--- src/bhrb_pkg.sv ---
`timescale 1ns / 1ps
// Shared types, codes and defaults for the banked history ring buffer.
package bhrb_pkg;

  localparam int BANKS_DEF        = 2;
  localparam int DEPTH_DEF        = 128;
  localparam int RECORD_WIDTH_DEF = 64;

  localparam int POS_W       = 7;
  localparam int DATA_W      = 64;
  localparam int IN_TDATA_W  = 80;
  localparam int OUT_TDATA_W = 80;

  localparam logic [1:0] MODE_WRITE    = 2'd0;
  localparam logic [1:0] MODE_READ_FWD = 2'd1;
  localparam logic [1:0] MODE_READ_BWD = 2'd2;
  localparam logic [1:0] MODE_CLEAR    = 2'd3;

  typedef enum logic {
    ST_IDLE,
    ST_RESP
  } state_t;

  typedef struct packed {
    logic             failed;
    logic             rd_ok;
    logic [POS_W-1:0] next_position;
    logic [POS_W-1:0] write_pointer;
    logic             full_flag;
  } resp_t;

endpackage

--- src/bhrb_ctrl.sv ---
`timescale 1ns / 1ps
// Bank pointer table, request decode and memory address generation.
module bhrb_ctrl #(
  parameter int BANKS        = bhrb_pkg::BANKS_DEF,
  parameter int DEPTH        = bhrb_pkg::DEPTH_DEF,
  parameter int RECORD_WIDTH = bhrb_pkg::RECORD_WIDTH_DEF,
  parameter int ADDR_W       = 8
) (
  input  logic                         clk,
  input  logic                         rst_n,
  input  logic                         accept,
  input  logic [1:0]                   in_mode,
  input  logic [1:0]                   in_bank,
  input  logic                         in_use_default_start,
  input  logic [bhrb_pkg::POS_W-1:0]   in_position,
  input  logic [bhrb_pkg::DATA_W-1:0]  in_write_data,
  output logic                         mem_we,
  output logic                         mem_re,
  output logic [ADDR_W-1:0]            mem_addr,
  output logic [RECORD_WIDTH-1:0]      mem_wdata,
  output bhrb_pkg::resp_t              resp
);

  localparam int PTR_W = (DEPTH > 1) ? $clog2(DEPTH) : 1;
  localparam int BW    = (BANKS > 1) ? $clog2(BANKS) : 1;
  localparam int CW    = ((PTR_W > bhrb_pkg::POS_W) ? PTR_W : bhrb_pkg::POS_W) + 1;
  localparam logic [PTR_W-1:0] LAST    = PTR_W'(DEPTH - 1);
  localparam logic [CW-1:0]    DEPTH_X = CW'(DEPTH);

  logic [PTR_W-1:0] ptr_r  [BANKS];
  logic             full_r [BANKS];

  logic             bank_ok;
  logic [BW-1:0]    bidx;
  logic [PTR_W-1:0] wp;
  logic             full;
  logic [PTR_W-1:0] wp_nxt;
  logic             full_nxt;
  logic [PTR_W-1:0] slot;
  logic [PTR_W-1:0] nxt;
  logic             ok;
  logic             fwd;
  logic [CW-1:0]    pos_x;
  logic [CW-1:0]    wp_x;
  logic [CW-1:0]    wpn_x;
  logic [CW-1:0]    nxt_x;

  assign bank_ok = {1'b0, in_bank} < 3'(BANKS);
  assign bidx    = bank_ok ? in_bank[BW-1:0] : '0;
  assign wp      = ptr_r[bidx];
  assign full    = full_r[bidx];
  assign pos_x   = CW'(in_position);
  assign wp_x    = CW'(wp);
  assign fwd     = (in_mode == bhrb_pkg::MODE_READ_FWD);

  always_comb begin
    resp     = '0;
    mem_we   = 1'b0;
    mem_re   = 1'b0;
    slot     = '0;
    nxt      = '0;
    ok       = 1'b1;
    wp_nxt   = wp;
    full_nxt = full;
    wpn_x    = '0;
    nxt_x    = '0;
    if (!bank_ok) begin
      resp.failed = 1'b1;
    end else begin
      unique case (in_mode) inside
        bhrb_pkg::MODE_WRITE: begin
          mem_we   = accept;
          slot     = wp;
          wp_nxt   = (wp == LAST) ? '0 : wp + 1'b1;
          full_nxt = full | (wp == LAST);
        end
        bhrb_pkg::MODE_CLEAR: begin
          wp_nxt   = '0;
          full_nxt = 1'b0;
        end
        bhrb_pkg::MODE_READ_FWD, bhrb_pkg::MODE_READ_BWD: begin
          if (in_use_default_start) begin
            if (full) begin
              slot = fwd ? wp : ((wp == '0) ? LAST : wp - 1'b1);
            end else if (wp == '0) begin
              ok = 1'b0;
            end else begin
              slot = fwd ? '0 : wp - 1'b1;
            end
          end else begin
            slot = pos_x[PTR_W-1:0];
            if (full) begin
              ok = !((pos_x >= DEPTH_X) || (pos_x == wp_x));
            end else begin
              ok = pos_x < wp_x;
            end
          end
          if (fwd) begin
            nxt = (slot == LAST) ? '0 : slot + 1'b1;
          end else begin
            nxt = (slot == '0) ? LAST : slot - 1'b1;
          end
          nxt_x = CW'(nxt);
          resp.failed = !ok;
          if (ok) begin
            mem_re             = accept;
            resp.rd_ok         = 1'b1;
            resp.next_position = nxt_x[bhrb_pkg::POS_W-1:0];
          end
        end
        default: begin
          ok = 1'b0;
        end
      endcase
      wpn_x              = CW'(wp_nxt);
      resp.write_pointer = wpn_x[bhrb_pkg::POS_W-1:0];
      resp.full_flag     = full_nxt;
    end
  end

  assign mem_addr  = ADDR_W'(bidx) * ADDR_W'(DEPTH) + ADDR_W'(slot);
  assign mem_wdata = in_write_data[RECORD_WIDTH-1:0];

  always_ff @(posedge clk) begin
    if (!rst_n) begin
      for (int i = 0; i < BANKS; i++) begin
        ptr_r[i]  <= '0;
        full_r[i] <= 1'b0;
      end
    end else if (accept && bank_ok) begin
      ptr_r[bidx]  <= wp_nxt;
      full_r[bidx] <= full_nxt;
    end
  end

endmodule

--- config.mk ---
export PLATFORM = sky130hd
export DESIGN_NAME = bhrb_ctrl
export DESIGN_NICKNAME = d
export VERILOG_FILES = /design/src/bhrb_pkg.sv /design/src/bhrb_ctrl.sv
export SDC_FILE = /design/constraint.sdc
export NUM_CORES = 1
export LEC_CHECK = 0
export ABC_CLOCK_PERIOD_IN_PS = 6000
export BUFFER_PORTS_ARGS = -buffer_cell sky130_fd_sc_hd__buf_2
export CELL_PAD_IN_SITES_DETAIL_PLACEMENT = 0
export CELL_PAD_IN_SITES_GLOBAL_PLACEMENT = 1
export CORE_MARGIN = 3
export CORE_UTILIZATION = 27
export CTS_BUF_LIST = sky130_fd_sc_hd__clkbuf_8
export CTS_CLUSTER_SIZE = 8
export DETAILED_ROUTE_END_ITERATION = 8
export PLACE_DENSITY = 0.8
export SLEW_MARGIN = 15
export SYNTH_ARGS = -nofsm -noshare
export SYNTH_HDL_FRONTEND = slang
export SYNTH_SLANG_ARGS = --single-unit
--- constraint.sdc ---
create_clock -name clk -period 6 [get_ports clk]
set_input_delay 1.5 -clock clk [delete_from_list [all_inputs] [get_ports clk]]
set_output_delay 1.5 -clock clk [all_outputs]
set_load 0.01 [all_outputs]
==> reports/metrics.cfg, run 1 <==
[floorplan]
fp.dieH_um=106.3
row_count=35
initial_core_util=0.2858
pin_count=170
core_mm2=0.009503
dieArea_mm2=0.01130
die_width_um=106.3

[sta]
worst_slew_pin_slew_ps=649.2
slew_headroom=0.5672
hold_ws_ps=568.6
finClkSkew_ps=2.493
max_freq_mhz=168.9
hold_viol=0
setup_viol_count_final=0
timing.final.crit_share=0.9867
drv_slew=0
period_minus_slack_ps=5920

[finish]
drive_above_1_share=0.3137
diodes=0
nets=449
regArea_um2=460.4
fillers=1032
multi_input_area_mm2=0.001689
instances_no_fill=486
area_growth_pct=7.001
utilization=0.3059

[setup_path]
cp.required_ps=4500
critPathArrivalTime_ps=4420
cp-end-kind=output pin
crit_path_start_kind=primary input
crit_fanout=5
path_class=primary input to output pin

[grt]
met1_usage=0.1807
use_met3=0.01943
met2_usage=0.2154
track_usage=0.1353
busiest_layer=met2
grt_max_degree=23
grt_pass1_vias=2419
grt_pass1_wl_um=12520
antenna_found_initial=0
overflow=0

[clock_network]
cts.path.max_buffers=2
cts_root_buf=clkbuf_8
htreeDepth=1
tritoncts=built
hold_buffers=0
clkSlewWorstSetupHoldPaths_ps=60
clkSinkCount=16
numCtsBuffers=3
clk_latency_ps=240

[yosys]
syn_area_per_cell_um2=7.566
synth_most_common_cell=buf_4
synth_warnings=0
synthTopCellsByCount=buf_4, nor2_1, inv_1, nand2_1, edfxtp_1
yosysUniqueCellTypes=69
synth_area_leaders=buf_4, edfxtp_1, nor2_1
seq_area_frac_synth=0.1695
synth_ff_type=edfxtp_1
synth_area_mm2=0.002716
syn_inst=359
synth_edf_count=14
synth_top_area_frac=0.1796
synth_area_leader_cell=buf_4
synthArstFlopShare=0
ys_seq_elements=16
synth_fp_nets=450

[drt]
routed-via-count=2669
first_pass_iters=6
wl_per_cell_um=16.94
antenna_left=0
viasPerCell=5.492
routed_wl_um=8231
drc=0
dr.first_iter.drc_count=257

[power_and_ir_drop]
ir_worst_vdd_mv=0.1011
powerDensity_mw_per_mm2=143.7
leakage_nw=1.268

[run]
max_cap_violations=0

[status]
status=complete, no violations

[place]
io_buffer_count=41
gp_congestion=0.9260
dp_cells=475
hpwl_um=6496

[worst_hold_path]
hold_class=flop to flop

sequential cells by signal, indices dropped and copies added, names as in the netlist:
name / flops
full_r: 2
ptr_r: 14
repair_timing:
action,4_1_cts,5_1_grt
buffers inserted,0,7
gates resized for setup,2,16
endpoints found under the setup margin,1,7
pin swaps,0,10
worst max-delay path: stages:
cell and delay (ps):
buf_2 100, nand2b_2 210, inv_2 110, nand2_1 50
o21ai_1 120, inv_2 60, ha_1 210, and3_2 230
o21ai_4 220, nor3_2 90, nor3_2 220, ha_2 260
inv_1 70, a2111oi_4 220, and4_4 280, nor2_1 50
o311a_1 270, buf_2 140
metrics by stage:
step	power, mW	worst slack (ps)	instance area [um^2]	setup TNS, ps
floorplan	0.2980	23.04	2720	0
global placement	0.3239	76.29	2734	0
detailed placement	0.3233	-31.48	2734	-31.48
CTS	0.4025	0.3908	2788	0
global route	0.4417	-83.85	2907	-150.7
finish	0.4177	79.59	2907	0
power breakdown:
group | switching [mW] | internal (mW)
sequential | 0.00470 | 0.126
clock | 0.0330 | 0.0452
combinational | 0.123 | 0.0858
per-layer routing:
layer | wire length [um] | part of all wire
met1 | 3606 | 0.44
met2 | 3774 | 0.46
met3 | 594 | 0.072
met4 | 256 | 0.031
met5 | 0 | 0
final timing paths:
kind               startpoint          end  slack, ps  cells after the start
setup / recovery   in_bank[1]     resp[14]         80                     18
hold / removal      full_r[0]    full_r[0]        570                      2
setup reg to reg  ptr_r[0][0]  ptr_r[1][5]       3350                     10
hold reg to reg     full_r[0]    full_r[0]        570                      2
cell usage in the layout (no fill, tap or decap), types with 7 or more instances in the layout:
master    instances
a21oi_1          12
a22oi_1           9
buf_2            41
buf_4            32
edfxtp_1         14
ha_1             10
inv_1            20
nand2_1          19
nand3_1           8
nor2_1           41
nor3_1            8
o21ai_1           7
cells by family (layout without fill, tap and decap cells):
logic type	after synthesis	in the layout	synth area share
buffers and inverters	105	103	0.2363
DFF	16	16	0.1695
muxes	14	14	0.05481
xor gates and xnor gates	6	6	0.01935
AOI/OAI and AO/OA	89	89	0.2460
and+or+nand+nor	117	117	0.2188
adders and majority gates	12	12	0.05527
cell type report:
| type | count | area share |
|---|---|---|
| clock buffers | 3 | 0.01421 |
| clock inverters | 1 | 0.001291 |
| inverters | 25 | 0.03229 |
| multi-input cells | 238 | 0.5811 |
| flip-flops and latches | 16 | 0.1584 |
| well taps | 129 | 0.05553 |
| repair buffers | 74 | 0.1571 |
Power figures use the tool's default switching activity.
==> inputs of run 2 (changes only) <==
GPL_TIMING_DRIVEN = 0   (was not set)
==> run 2 against run 1 <==
Effect of this change: worst hold slack got worse by 6.9 ps; clock skew rose by 3.6 ps; utilization rose by 11 points; power rose by 22%; critical endpoint unchanged; largest cell class unchanged.
==> reports/metrics.cfg, run 2 (synthesis gave the netlist of run 1 again) <==
[status]
status=complete, no violations

[sta]
finClkSkew_ps=6.065  ; +3.572 ps
setup_viol_count_final=0  ; unchanged
grt_setup_unrepaired=yes
period_minus_slack_ps=5955  ; +34.92 ps
max_freq_mhz=167.9  ; -0.59%
timing.final.crit_share=0.9926  ; +0.005821
hold_ws_ps=561.6  ; -6.919 ps
drv_slew=0  ; unchanged
hold_viol=0  ; unchanged
worst_slew_pin_slew_ps=743.6  ; +94.41 ps
slew_headroom=0.5032  ; -0.06400

[finish]
largest_register=ptr_r
diodes=0  ; unchanged
post-route-cell-area_mm2=0.003960  ; +36%
fillers=960  ; -7.0%
largest_reg_flops=14  ; unchanged
nets=592  ; +32%
layout_commonest_cell=buf_2
top_regs=ptr_r: 14 flops, full_r: 2 flops
instances_no_fill=628  ; +29%
final_cell_mix=buf_2, buf_4, nor2_1
drive_above_1_share=0.5090  ; +0.1953
area_growth_pct=45.79

[grt]
antenna_found_initial=0  ; unchanged
grt_max_degree=12  ; -48%
track_usage=0.1564  ; +0.02105
grt_pass1_vias=2854  ; +18%
overflow=0  ; unchanged
grt_pass1_wl_um=14480  ; +16%

[clock_network]
htreeDepth=1  ; unchanged
hold_buffers=0  ; unchanged
clk_latency_ps=250  ; about the same
cts_root_buf=clkbuf_8
clkSlewWorstSetupHoldPaths_ps=60  ; about the same
clkSinkCount=16  ; unchanged
tritoncts=built
cts.path.max_buffers=2  ; unchanged
numCtsBuffers=3  ; unchanged

[floorplan]
row_count=35  ; unchanged
dieArea_mm2=0.01130  ; unchanged
pin_count=170  ; unchanged
die_width_um=106.3  ; unchanged
initial_core_util=0.2858  ; unchanged
core_mm2=0.009503  ; unchanged
fp.dieH_um=106.3  ; unchanged

[drt]
antenna_left=0  ; unchanged
routed_wl_um=9941  ; +21%
viasPerCell=5.158  ; -6.1%
dr.first_iter.drc_count=242  ; -5.8%
routed-via-count=3239  ; +21%
first_pass_iters=5  ; -1
wl_per_cell_um=15.83  ; -6.5%
drc=0  ; unchanged

[power_and_ir_drop]
powerDensity_mw_per_mm2=129.2  ; -10%
ir_worst_vdd_mv=0.1474  ; +46%
leakage_nw=1.903  ; +50%

[setup_path]
cp.required_ps=4500  ; about the same
crit_fanout=5  ; unchanged
reg2reg_depth=11  ; +1
crit_path_start_kind=primary input
critPathArrivalTime_ps=4460  ; +40 ps
cp-end-kind=output pin
path_class=primary input to output pin

[place]
gp_congestion=0.8777  ; -5.2%
dp_cells=592  ; +25%
hpwl_um=7515  ; +16%
placed_cell_area_mm2=0.003402  ; +24%
io_buffer_count=104  ; +150%

[worst_hold_path]
whs_path_depth=2  ; unchanged
hold_class=flop to flop

[run]
max_cap_violations=0  ; unchanged

-- run 2: changes by cell type in the layout (fill, tap and decap cells not counted), moves of 3 or more --
cell	before	now
a211oi_1	3	0
buf_8	0	3
inv_1	20	16
ha_4	0	3
clkbuf_1	0	11
a211oi_2	0	3
buf_2	41	103
buf_4	32	96
-- run 2: path summary, 6_finish.rpt --
kind | slack, ps | to | start
setup / recovery | 40 | resp[14] | in_bank[1]
hold / removal | 560 | full_r[0] | full_r[0]
setup reg to reg | 3370 | ptr_r[1][5] | ptr_r[0][0]
hold reg to reg | 560 | full_r[0] | full_r[0]
-- run 2: routing by layer --
| metal | vias to the layer above | track usage | share of wire |
|---|---|---|---|
| met4 | 0 | 0.04070 | 0.018 |
| met3 | 19 | 0.01700 | 0.088 |
| li1 | 1522 | - | - |
| met1 | 1501 | 0.2045 | 0.41 |
| met2 | 197 | 0.2729 | 0.48 |
| met5 | - | 0 | 0 |
-- run 2: layout make-up --
class / instances / area [um^2] / area share
Buffer: 80 / 569.3 / 0.1438
Timing Repair Buffer: 136 / 794.5 / 0.2006
Inverter: 25 / 98.84 / 0.02496
Clock buffer: 3 / 41.29 / 0.01043
Multi-Input combinational cell: 239 / 1834 / 0.4632
Tap cell: 129 / 161.4 / 0.04076
Sequential cell: 16 / 460.4 / 0.1163
-- run 2: what timing repair did --
item                                    CTS  global route
endpoints found under the setup margin   10             8
pin swaps                                14             7
hold endpoints to repair                  0             0
resized for setup                        32            27
gates cloned                              1             1
buffers inserted                         13            18
-- run 2: report_power, final --
| part | total, mW | leakage, nW | switching, mW | internal, mW |
|---|---|---|---|---|
| Sequential | 0.131 | 0.162 | 0.00530 | 0.126 |
| Clock | 0.0803 | 0.0216 | 0.0358 | 0.0445 |
| Combinational | 0.300 | 1.72 | 0.160 | 0.140 |
| Total | 0.511 | 1.90 | 0.201 | 0.311 |
-- run 2: stage by stage --
step                  util  setup TNS (ps)  total power [mW]  setup slack, ps
CTS                 0.3908               0            0.4822            5.330
detailed placement  0.3580           -5637            0.3740           -852.3
global placement    0.3580           -5613            0.3718           -858.6
floorplan                -               0            0.2980            23.04
finish              0.4167               0            0.5115            44.67
global route        0.4167          -89.92            0.5408           -52.61
-- run 2: critical path, cell delays in order --
cell and delay, ps:
buf_8 80, nand2b_4 150, buf_8 130, mux2i_4 260, ha_4 190, and4_4 250
o21ai_4 100, a211o_1 360, o211ai_4 110, ha_4 180, inv_4 40, a2111oi_4 330
and4_4 300, nor2_4 50, o311a_1 280, buf_2 140
